**config.mk**
```make
export PLATFORM = sky130hd
export DESIGN_NAME = polygon_area_degenerate_check_unit
export DESIGN_NICKNAME = d
export VERILOG_FILES = /design/src/hw/rtl/pad_pkg.sv /design/src/hw/rtl/pad_front.sv /design/src/hw/rtl/pad_fifo.sv /design/src/hw/rtl/pad_back.sv /design/src/hw/rtl/polygon_area_degenerate_check_unit.sv
export SDC_FILE = /design/constraint.sdc
export NUM_CORES = 2
export LEC_CHECK = 0
export ABC_AREA = 1
export ABC_CLOCK_PERIOD_IN_PS = 14800
export BUFFER_PORTS_ARGS = -buffer_cell sky130_fd_sc_hd__buf_4
export CAP_MARGIN = 40
export CELL_PAD_IN_SITES_DETAIL_PLACEMENT = 1
export CELL_PAD_IN_SITES_GLOBAL_PLACEMENT = 1
export CORE_MARGIN = 2
export CORE_UTILIZATION = 48
export DETAILED_ROUTE_END_ITERATION = 8
export GPL_TIMING_DRIVEN = 1
export PLACE_DENSITY_LB_ADDON = 0.1
export SLEW_MARGIN = 20
export SYNTH_ARGS = -nofsm -noshare
export SYNTH_HDL_FRONTEND = slang
export SYNTH_HIERARCHICAL = 1
export SYNTH_SLANG_ARGS = --single-unit
```
**constraint.sdc**
```tcl
create_clock -name clk -period 14.8 [get_ports clk]
set_clock_uncertainty 0.1 [all_clocks]
set_input_delay 0.74 -clock clk [delete_from_list [all_inputs] [get_ports clk]]
set_output_delay 0.74 -clock clk [all_outputs]
set_load 0.05 [all_outputs]
```
**src/hw/rtl/pad_pkg.sv**
```systemverilog
// shared types and constants for the polygon area / degenerate check unit
// no dependencies
`default_nettype none

package pad_pkg;

    localparam int MAX_VERTICES = 4096;
    localparam int COORD_BITS   = 16;
    localparam int CNT_BITS     = $clog2(MAX_VERTICES + 2);
    localparam int PROD_BITS    = 2 * COORD_BITS;
    localparam int DIFF_BITS    = 2 * COORD_BITS + 1;
    localparam int SUM_BITS     = 2 * COORD_BITS + 13;
    localparam int AREA_BITS    = 44;
    localparam int FIFO_DEPTH   = 4;
    localparam int FIFO_PTR_BITS = $clog2(FIFO_DEPTH);
    localparam int FIFO_CNT_BITS = $clog2(FIFO_DEPTH + 1);

    localparam logic [CNT_BITS-1:0] CNT_MAX   = CNT_BITS'(MAX_VERTICES);
    localparam logic [CNT_BITS-1:0] CNT_OVER  = CNT_BITS'(MAX_VERTICES + 1);
    localparam logic [CNT_BITS-1:0] CNT_FEW   = CNT_BITS'(3);

    typedef logic signed [COORD_BITS-1:0] coord_t;

    // edge term: e_px*e_cy - e_cx*e_py, closing term: c_ax*c_fy - c_fx*c_ay
    typedef struct packed {
        coord_t e_px;
        coord_t e_py;
        coord_t e_cx;
        coord_t e_cy;
        coord_t c_ax;
        coord_t c_ay;
        coord_t c_fx;
        coord_t c_fy;
        logic   last;
        logic   few;
        logic   over;
    } pad_entry_t;

    typedef struct packed {
        logic full;
        logic empty;
    } pad_fifo_status_t;

endpackage

`default_nettype wire

```
**src/hw/rtl/pad_front.sv**
```systemverilog
// front end: accepts vertex beats, tracks first/previous vertex and count
// builds one queue entry per beat; depends on pad_pkg
`default_nettype none

module pad_front
    import pad_pkg::*;
(
    input  wire logic       clk,
    input  wire logic       rst_n,
    input  wire logic       accept,
    input  wire coord_t     vertex_x,
    input  wire coord_t     vertex_y,
    input  wire logic       last_vertex,
    output pad_entry_t      entry
);

    coord_t              first_x_reg, first_y_reg, prev_x_reg, prev_y_reg;
    coord_t              first_x_next, first_y_next, prev_x_next, prev_y_next;
    logic [CNT_BITS-1:0] count_reg, count_next;
    logic                is_first, is_edge;

    always_comb
    begin
        is_first = (count_reg == '0);
        is_edge  = !is_first && (count_reg < CNT_MAX);

        if (is_first)
            count_next = CNT_BITS'(1);
        else if (is_edge)
            count_next = count_reg + CNT_BITS'(1);
        else
            count_next = CNT_OVER;

        first_x_next = is_first ? vertex_x : first_x_reg;
        first_y_next = is_first ? vertex_y : first_y_reg;
        prev_x_next  = (is_first || is_edge) ? vertex_x : prev_x_reg;
        prev_y_next  = (is_first || is_edge) ? vertex_y : prev_y_reg;

        entry.e_px = is_edge ? prev_x_reg : '0;
        entry.e_py = is_edge ? prev_y_reg : '0;
        entry.e_cx = is_edge ? vertex_x   : '0;
        entry.e_cy = is_edge ? vertex_y   : '0;
        entry.c_ax = last_vertex ? prev_x_next  : '0;
        entry.c_ay = last_vertex ? prev_y_next  : '0;
        entry.c_fx = last_vertex ? first_x_next : '0;
        entry.c_fy = last_vertex ? first_y_next : '0;
        entry.last = last_vertex;
        entry.few  = (count_next < CNT_FEW);
        entry.over = (count_next > CNT_MAX);
    end

    always_ff @(posedge clk or negedge rst_n)
    begin
        if (!rst_n)
        begin
            count_reg   <= '0;
            first_x_reg <= '0;
            first_y_reg <= '0;
            prev_x_reg  <= '0;
            prev_y_reg  <= '0;
        end
        else if (accept)
        begin
            if (last_vertex)
            begin
                count_reg   <= '0;
                first_x_reg <= '0;
                first_y_reg <= '0;
                prev_x_reg  <= '0;
                prev_y_reg  <= '0;
            end
            else
            begin
                count_reg   <= count_next;
                first_x_reg <= first_x_next;
                first_y_reg <= first_y_next;
                prev_x_reg  <= prev_x_next;
                prev_y_reg  <= prev_y_next;
            end
        end
    end

endmodule

`default_nettype wire

```
**src/hw/rtl/pad_fifo.sv**
```systemverilog
// short queue between front and back ends
// depends on pad_pkg
`default_nettype none

module pad_fifo
    import pad_pkg::*;
(
    input  wire logic       clk,
    input  wire logic       rst_n,
    input  wire logic       push,
    input  wire pad_entry_t push_entry,
    input  wire logic       pop,
    output pad_entry_t      head,
    output pad_fifo_status_t status
);

    pad_entry_t               mem [FIFO_DEPTH];
    logic [FIFO_PTR_BITS-1:0] wr_ptr_reg, rd_ptr_reg;
    logic [FIFO_CNT_BITS-1:0] count_reg, count_next;

    assign status.full  = (count_reg == FIFO_CNT_BITS'(FIFO_DEPTH));
    assign status.empty = (count_reg == '0);
    assign head         = mem[rd_ptr_reg];

    always_comb
    begin
        count_next = count_reg;
        if (push && !pop)
            count_next = count_reg + FIFO_CNT_BITS'(1);
        else if (pop && !push)
            count_next = count_reg - FIFO_CNT_BITS'(1);
    end

    always_ff @(posedge clk)
    begin
        if (push)
            mem[wr_ptr_reg] <= push_entry;
    end

    always_ff @(posedge clk or negedge rst_n)
    begin
        if (!rst_n)
        begin
            wr_ptr_reg <= '0;
            rd_ptr_reg <= '0;
            count_reg  <= '0;
        end
        else
        begin
            if (push)
                wr_ptr_reg <= wr_ptr_reg + FIFO_PTR_BITS'(1);
            if (pop)
                rd_ptr_reg <= rd_ptr_reg + FIFO_PTR_BITS'(1);
            count_reg <= count_next;
        end
    end

    no_push_when_full: assert property (@(posedge clk) disable iff (!rst_n)
        push |-> !status.full)
        else $error("queue written while full");

    no_pop_when_empty: assert property (@(posedge clk) disable iff (!rst_n)
        pop |-> !status.empty)
        else $error("queue read while empty");

    count_bounded: assert property (@(posedge clk) disable iff (!rst_n)
        count_reg <= FIFO_CNT_BITS'(FIFO_DEPTH))
        else $error("queue count out of range");

endmodule

`default_nettype wire

```
**src/hw/rtl/pad_back.sv**
```systemverilog
// back end: cross products, shoelace accumulation, magnitude and threshold
// depends on pad_pkg
`default_nettype none

module pad_back
    import pad_pkg::*;
(
    input  wire logic                 clk,
    input  wire logic                 rst_n,
    input  wire pad_entry_t           head,
    input  wire pad_fifo_status_t     status,
    output logic                      pop,
    input  wire logic [AREA_BITS-1:0] min_area_halves,
    output logic                      result_valid,
    input  wire logic                 result_stall,
    output logic [AREA_BITS-1:0]      area_halves,
    output logic                      degenerate,
    output logic                      too_many_vertices
);

    logic adv;

    logic                        s1_valid_reg;
    logic signed [PROD_BITS-1:0] s1_p1_reg, s1_p2_reg, s1_p3_reg, s1_p4_reg;
    logic                        s1_last_reg, s1_few_reg, s1_over_reg;

    logic                        s2_valid_reg;
    logic signed [DIFF_BITS-1:0] s2_e1_reg, s2_e2_reg;
    logic                        s2_last_reg, s2_few_reg, s2_over_reg;

    logic [SUM_BITS-1:0]         acc_reg, acc_next;
    logic                        s3_valid_reg;
    logic [SUM_BITS-1:0]         s3_sum_reg;
    logic                        s3_few_reg, s3_over_reg;

    logic [SUM_BITS-1:0]         mag;
    logic [AREA_BITS-1:0]        area_next;
    logic                        s4_valid_reg;
    logic [AREA_BITS-1:0]        s4_area_reg;
    logic                        s4_few_reg, s4_over_reg;

    logic                        out_valid_reg;
    logic [AREA_BITS-1:0]        out_area_reg;
    logic                        out_degen_reg, out_over_reg;

    assign adv = !(out_valid_reg && result_stall);
    assign pop = adv && !status.empty;

    always_comb
    begin
        acc_next = acc_reg + SUM_BITS'(s2_e1_reg) + SUM_BITS'(s2_e2_reg);
        mag = s3_sum_reg[SUM_BITS-1] ? (SUM_BITS'(0) - s3_sum_reg) : s3_sum_reg;
        if (s3_few_reg)
            area_next = '0;
        else if (|mag[SUM_BITS-1:AREA_BITS])
            area_next = '1;
        else
            area_next = mag[AREA_BITS-1:0];
    end

    // payload stages
    always_ff @(posedge clk)
    begin
        if (adv)
        begin
            s1_p1_reg   <= PROD_BITS'(head.e_px) * PROD_BITS'(head.e_cy);
            s1_p2_reg   <= PROD_BITS'(head.e_cx) * PROD_BITS'(head.e_py);
            s1_p3_reg   <= PROD_BITS'(head.c_ax) * PROD_BITS'(head.c_fy);
            s1_p4_reg   <= PROD_BITS'(head.c_fx) * PROD_BITS'(head.c_ay);
            s1_last_reg <= head.last;
            s1_few_reg  <= head.few;
            s1_over_reg <= head.over;

            s2_e1_reg   <= DIFF_BITS'(s1_p1_reg) - DIFF_BITS'(s1_p2_reg);
            s2_e2_reg   <= DIFF_BITS'(s1_p3_reg) - DIFF_BITS'(s1_p4_reg);
            s2_last_reg <= s1_last_reg;
            s2_few_reg  <= s1_few_reg;
            s2_over_reg <= s1_over_reg;

            s3_sum_reg  <= acc_next;
            s3_few_reg  <= s2_few_reg;
            s3_over_reg <= s2_over_reg;

            s4_area_reg <= area_next;
            s4_few_reg  <= s3_few_reg;
            s4_over_reg <= s3_over_reg;

            out_area_reg  <= s4_area_reg;
            out_degen_reg <= s4_few_reg || (s4_area_reg < min_area_halves);
            out_over_reg  <= s4_over_reg;
        end
    end

    // control and running sum
    always_ff @(posedge clk or negedge rst_n)
    begin
        if (!rst_n)
        begin
            s1_valid_reg  <= 1'b0;
            s2_valid_reg  <= 1'b0;
            s3_valid_reg  <= 1'b0;
            s4_valid_reg  <= 1'b0;
            out_valid_reg <= 1'b0;
            acc_reg       <= '0;
        end
        else if (adv)
        begin
            s1_valid_reg  <= pop;
            s2_valid_reg  <= s1_valid_reg;
            s3_valid_reg  <= s2_valid_reg && s2_last_reg;
            s4_valid_reg  <= s3_valid_reg;
            out_valid_reg <= s4_valid_reg;
            if (s2_valid_reg)
                acc_reg <= s2_last_reg ? '0 : acc_next;
        end
    end

    assign result_valid      = out_valid_reg;
    assign area_halves       = out_area_reg;
    assign degenerate        = out_degen_reg;
    assign too_many_vertices = out_over_reg;

endmodule

`default_nettype wire

```
**src/hw/rtl/polygon_area_degenerate_check_unit.sv**
```systemverilog
// path: a beat marked last goes from the queue through s1, s2, s3, s4 and the output register
// throughput: one vertex beat per cycle while no result waits on result_stall, set by the four
//   16x16 multipliers working side by side in the first back-end stage; the 4-entry queue
//   keeps taking beats while a result waits on result_stall, until it is full
// reset: queue and pipeline empty, polygon state cleared, threshold 0
// top level; depends on pad_pkg, pad_front, pad_fifo, pad_back
`default_nettype none

module polygon_area_degenerate_check_unit
    import pad_pkg::*;
(
    input  wire logic                 clk,
    input  wire logic                 rst_n,
    input  wire logic                 cfg_wr_en,
    input  wire logic [AREA_BITS-1:0] cfg_wr_data,
    input  wire logic                 vertex_valid,
    output logic                      vertex_stall,
    input  wire coord_t               vertex_x,
    input  wire coord_t               vertex_y,
    input  wire logic                 last_vertex,
    output logic                      result_valid,
    input  wire logic                 result_stall,
    output logic [AREA_BITS-1:0]      area_halves,
    output logic                      degenerate,
    output logic                      too_many_vertices
);

    logic [AREA_BITS-1:0] min_area_halves_reg;
    logic                 accept;
    logic                 pop;
    pad_entry_t           front_entry;
    pad_entry_t           head;
    pad_fifo_status_t     status;

    assign vertex_stall = status.full;
    assign accept       = vertex_valid && !status.full;

    always_ff @(posedge clk or negedge rst_n)
    begin
        if (!rst_n)
            min_area_halves_reg <= '0;
        else if (cfg_wr_en)
            min_area_halves_reg <= cfg_wr_data;
    end

    pad_front u_front
    (
        .clk         (clk),
        .rst_n       (rst_n),
        .accept      (accept),
        .vertex_x    (vertex_x),
        .vertex_y    (vertex_y),
        .last_vertex (last_vertex),
        .entry       (front_entry)
    );

    pad_fifo u_fifo
    (
        .clk        (clk),
        .rst_n      (rst_n),
        .push       (accept),
        .push_entry (front_entry),
        .pop        (pop),
        .head       (head),
        .status     (status)
    );

    pad_back u_back
    (
        .clk               (clk),
        .rst_n             (rst_n),
        .head              (head),
        .status            (status),
        .pop               (pop),
        .min_area_halves   (min_area_halves_reg),
        .result_valid      (result_valid),
        .result_stall      (result_stall),
        .area_halves       (area_halves),
        .degenerate        (degenerate),
        .too_many_vertices (too_many_vertices)
    );

endmodule

`default_nettype wire

```
# After elaboration in Yosys (flattened, before gate mapping)
# Memory sizes are Yosys's and may differ from the RTL's.
# Index checks and enable logic that the tools add are counted.
totals:
  regBits: 517
  latchBits: 0
  ram_bits: 524
  mem_bits_ro: 0
  input_bits: 82
  output_inout_bits: 48
  n_memories: 1
op_classes:
  n_addsub: 10
  n_mul: 4
  div_mod_pow: 0
  n_lt_le_gt_ge: 4
  eq_ne: 1
  n_shift: 0
  mux: 26
  bitwise: 1
  reduce_logical: 19
mem_list:
  columns: ["memory", "depth", "width", "rd", "rd_clocked_by_memory_dff", "wr", "line_no", "source"]
  rows:
  - ["u_fifo.mem", 4, 131, 1, 0, 1, "pad_fifo.sv:17", "pad_entry_t mem [FIFO_DEPTH];"]
ops:
  columns: ["op", "count"]
  rows:
  - ["$mux 16", 16]
  - ["$mul 16x16->32", 4]
  - ["$add 45x45->45", 2]
  - ["$mux 45", 2]
  - ["$sub 32x32->33", 2]
  - ["$sub 1x45->45 const A", 1]
  - ["$lt 44x44->1", 1]
  - ["$mux 44", 1]
  - ["$mux 13", 3]
  - ["$add 13x1->13 const B", 1]
  - ["$gt 13x13->1 const B", 1]
  - ["$logic_not 13->1", 1]
  - ["$lt 13x13->1 const B", 1]
  - ["$lt 13x2->1 const B", 1]
  - ["$logic_and 1x1->1", 7]
  - ["$logic_not 1->1", 6]
  - ["$mux 3", 2]
  - ["$add 2x1->2 const B", 2]
  - ["$add 3x1->3 const B", 1]
  - ["$eq 3x3->1 const B", 1]
  - ["$logic_not 3->1", 1]
  - ["$sub 3x1->3 const B", 1]
  - ["$logic_or 1x1->1", 2]
  - ["$mux 1", 2]
  - ["3 further kinds", 3]

# Depth between registers and ports, before layout
logic_depth:
  ltp_word: 7
  mapped_depth: 34

# Cells and area by module
# Netlist, hierarchy kept.
by_module_without_submodules:
  columns: ["mod", "instances", "cells_each", "area_each_um2", "seq_area_each_um2"]
  rows:
  - ["pad_back", 1, 8202, 65830.6, 11431.0]
  - ["pad_fifo", 1, 1577, 21612.0, 15910.3]
  - ["pad_front", 1, 667, 4677.0, 1926.8]
  - ["polygon_area_degenerate_check_unit", 1, 188, 1739.2, 1101.1]

# Least setup slack after synthesis
# Ideal clock, no wire load.
synth_timing:
  path_type: "input -> register"
  startpoint: "in result_stall"
  endpoint: "reg u_fifo.count_reg[1]"
  setup_ns: 0.117
  t_arrival_ns: 6.597
  required_ns: 14.583
  setup_slack_ns: 7.987
  stages: 9
  n_path_buf: 0
  path_cell_list: "nand2_2 -> inv_1 -> nor2_1 -> inv_1 -> ha_1 -> inv_1 -> fa_1 -> nand2_1 -> nand2_1"
synth_via:
  elab_chain_len: 6
synth_lines:
  columns: ["element", "line_no", "source"]
  rows:
  - ["start, declared", "polygon_area_degenerate_check_unit.sv:22", "input wire logic result_stall,"]
  - ["$logic_and 1x1->1", "pad_back.sv:46", "assign adv = !(out_valid_reg && result_stall);"]
  - ["$logic_not 1->1", "pad_back.sv:46", null]
  - ["$logic_and 1x1->1", "pad_back.sv:47", "assign pop = adv && !status.empty;"]
  - ["named net pop", "polygon_area_degenerate_check_unit.sv:30", "logic pop;"]
  - ["$logic_not 1->1", "pad_fifo.sv:28", "if (push && !pop)"]
  - ["$logic_and 1x1->1", "pad_fifo.sv:28", null]
  - ["$mux 3", "pad_fifo.sv:28", null]
  - ["named net u_fifo.count_next[1]", "pad_fifo.sv:19", "logic [FIFO_CNT_BITS-1:0] count_reg, count_next;"]
  - ["end signal, assigned", "pad_fifo.sv:54", "count_reg <= count_next;"]
  - ["end, declared", "pad_fifo.sv:19", null]
# The timed path passes the listed nets, and every way through them passes these cells.
# A chain may end at the register's enable or synchronous reset.

==> impl_metrics.yaml <==
placement:
  portBuffers: 129
  gp_congestion: 0.906
  dpl.hpwl_mm: 229
logic_synthesis:
  yosysSeqAreaShare_pct: 32.4
  synth_warnings: 6
  avgSynthCellArea_sq_um: 8.83
  synth-main-ff-cell: "edfxtp_1"
  synth_nets: 12300
  synth_xor_area_share_pct: 1.94
  synthSimpleGateAreaFrac_pct: 16.3
  yosys-mux-area-fraction_pct: 0
  synth_compound_area_share_pct: 6.97
  synthArstFlopShare_pct: 17.1
  netlist-cell-type-count: 55
  synth-seq-cells: 1041
  synthCells: 10600
  synth_edf_count: 863
  synth_top_family_by_area: "adder cells"
  synthAdderAreaFrac_pct: 29.9
  syn_area_sq_um: 93900
global_route:
  grt_pass1_vias: 78100
  use_met3_pct: 3.07
  antenna_found_initial: 6
  grt_pass1_wl_mm: 452
  met2_usage_pct: 51.4
  top_usage_layer: "met2"
  overflow: 0
  use_met1_pct: 39.0
  grt_max_degree: 178
  grt_util_all_layers_pct: 29.6
detailed_routing:
  vias_per_cell: 5.30
  ant_nets: 0
  drc: 0
  drtIter0Drc: 4371
  wl_per_cell_um: 21.8
  dr.pass1.iters: 5
  dr_total_vias: 70300
  drt_wl_total_mm: 289
worst_setup_path:
  reg2reg_from: "u_fifo/rd_ptr_reg[1]"
  worst-path-max-fanout: 59
  worst_r2r_path_depth: 24
  r2r-end: "u_back/s1_p3_reg[31]"
  critPathLaunchType: "flip-flop"
  critPathRequiredTime_ns: 15.24
  end_kind: "flip-flop"
  worst-setup-path-type: "reg -> reg"
  cp.arrival_ns: 9.12
  r2r_slack_ns: 6.12
floorplanning:
  rows: 162
  die_h_um: 446
  core_sq_um: 195000
  io_pins: 130
  die_x_um: 446
  dieArea_sq_um: 199000
  start_util_pct: 48.2
timing:
  finalSetupTns_ns: 0
  finalCritPeriodShare_pct: 58.6
  fmax_mhz: 115
  slew_viol_final: 0
  worstMarginPinSlew_ns: 0.969
  hold_viol: 0
  relSlewSlack_pct: 35.4
  rsz0062_at_grt: "no"
  finalSetupViolCount: 0
  period_needed_ns: 8.68
min_path:
  holdPathEnd: "min_area_halves_reg[30]"
  holdPathStages: 3
  hp-start: "cfg_wr_data[30]"
  min_path_type: "in -> reg"
cells_and_area:
  largest_reg_flops: 524
  area_delta_synth_final_pct: 8.49
  drive_gt1_share_pct: 6.28
  fin_nets: 12300
clock_tree:
  cts.clk_slew.worst_paths_ns: 0.06
  clock_sinks: 1041
  cts_setup_buffers: 0
  clk_latency_ns: 0.83
  cts_buffer_depth: 3
  clock-root-buffer: "clkbuf_16"
  cts_tree: "yes"
  htree_levels: 3
  numCtsBuffers: 115
run_status:
  status: "finished, final reports clean"
flow_run:
  cap_viol_max_count: 0
-- cells in the mapped netlist, types with 9 or more instances --
library cell | number | area, sq um
nand2_1 | 2726 | 10200
inv_1 | 2603 | 9770
fa_1 | 1096 | 21900
edfxtp_1 | 863 | 25900
nor2_1 | 554 | 2080
ha_1 | 487 | 6090
clkbuf_1 | 275 | 1030
a21oi_1 | 272 | 1360
nand3_1 | 238 | 1190
o211ai_1 | 181 | 1360
dfrtp_1 | 178 | 4450
o21ai_0 | 165 | 826
xor2_1 | 148 | 1300
o211ai_2 | 89 | 1110
o22ai_1 | 69 | 432
nand4_1 | 62 | 388
buf_2 | 59 | 295
xnor2_1 | 58 | 508
o21ai_1 | 43 | 215
nor3_1 | 42 | 210
o21bai_1 | 42 | 315
buf_6 | 35 | 394
or2_2 | 31 | 194
a21o_1 | 30 | 225
and2_1 | 28 | 175
nand2_2 | 28 | 175
nand3b_1 | 28 | 210
a21boi_0 | 25 | 188
a31oi_1 | 24 | 150
inv_2 | 23 | 86.3
nor2_2 | 19 | 119
o21ai_2 | 18 | 158
buf_1 | 14 | 52.6
nor3_2 | 11 | 110
buf_4 | 10 | 75.1
a22o_1 | 9 | 78.8
-- layout make-up --
| cell class | count | area, sq um |
|---|---|---|
| diodes | 2 | 5.00 |
| inverters | 2630 | 9910 |
| clock buffers | 150 | 3120 |
| multi-input cells | 6566 | 51700 |
| repair buffers | 252 | 2730 |
| clock inverters | 68 | 781 |
| fillers | 22700 | 92800 |
| well taps | 2542 | 3180 |
| flip-flops and latches | 1041 | 30400 |
-- placed cells by master (no fill, tap or decap), types with 43 or more instances in the layout --
master and n:
a21oi_1 272, buf_4 167, buf_8 55, clkbuf_16 117, dfrtp_1 175, edfxtp_1 863, fa_1 1096, ha_1 487
inv_1 2598, nand2_1 2725, nand3_1 238, nand4_1 62, nor2_1 553, o211ai_1 181, o211ai_2 89, o21ai_0 165
o21ai_1 43, o22ai_1 69, xnor2_1 58, xor2_1 148
-- kinds of logic after synthesis --
| kind of cell | count (synthesis) |
|---|---|
| fa+ha+maj | 1583 |
| xor+xnor | 207 |
| flops | 1041 |
| compound gates | 982 |
| simple gates | 3794 |
| buf+inv | 3027 |
-- worst max-delay path: stages (launching register included) --
cell and delay (ns):
dfrtp_4 0.75, buf_4 0.56, buf_4 0.74, o211ai_1 0.19, nand2_1 0.56, nand2_1 0.21, inv_1 0.18, fa_1 0.56
fa_1 0.96, fa_1 0.55, fa_1 0.50, fa_1 0.49, inv_1 0.06, fa_1 0.48, inv_1 0.04, ha_1 0.35
nand2_1 0.13, nor2_1 0.15, inv_1 0.08, nor2_1 0.13, nand4_1 0.12, nand3_1 0.19, a21boi_0 0.11, nand2_1 0.07
nand2_1 0.05
-- stage by stage --
| stage | hold WS (ns) | util (%) | std cells | area, sq um | worst slack [ns] |
|---|---|---|---|---|---|
| global placement | 0.304 | 49.6 | 13000 | 96500 | 6.23 |
| detailed placement | 0.309 | 50.1 | 13000 | 97500 | 6.16 |
| floorplan | 0.300 | - | 10600 | 93900 | 7.99 |
| global route | 0.0865 | 52.3 | 13200 | 102000 | 5.59 |
| finish | 0.0977 | 52.3 | 13300 | 102000 | 6.12 |
| CTS | 0.0433 | 52.1 | 13200 | 101000 | 6.10 |
-- metal layers --
layer / routed length, um / vias up
met5: 55 / -
met1: 125000 / 36100
met2: 142000 / 1575
met4: 8680 / 4
li1: - / 32300
met3: 12900 / 371
-- how the worst max path moves through the flow --
stage | startpoint | endpoint | slack, ns | cells past startpoint
2_1_floorplan | result_stall | u_fifo/count_reg[1] | 7.99 | 9
3_3_place_gp | u_fifo/rd_ptr_reg[1] | u_back/s1_p4_reg[31] | 6.23 | 23
3_5_place_dp | u_fifo/rd_ptr_reg[1] | u_back/s1_p3_reg[31] | 6.16 | 24
4_1_cts | u_fifo/rd_ptr_reg[1] | u_back/s1_p3_reg[31] | 6.10 | 24
5_1_grt | u_fifo/rd_ptr_reg[1] | u_back/s1_p3_reg[31] | 5.59 | 24
6_report | u_fifo/rd_ptr_reg[1] | u_back/s1_p3_reg[31] | 6.12 | 24
-- what timing repair did --
item | 4_1_cts | 5_1_grt
gates resized for setup | 0 | 0
hold buffers | 2 | 0
endpoints found under the hold margin | 29 | 0
Power is left out: the tool's default activity adds up to more than one toggle a clock period on the data nets, which glitch-free logic cannot reach.
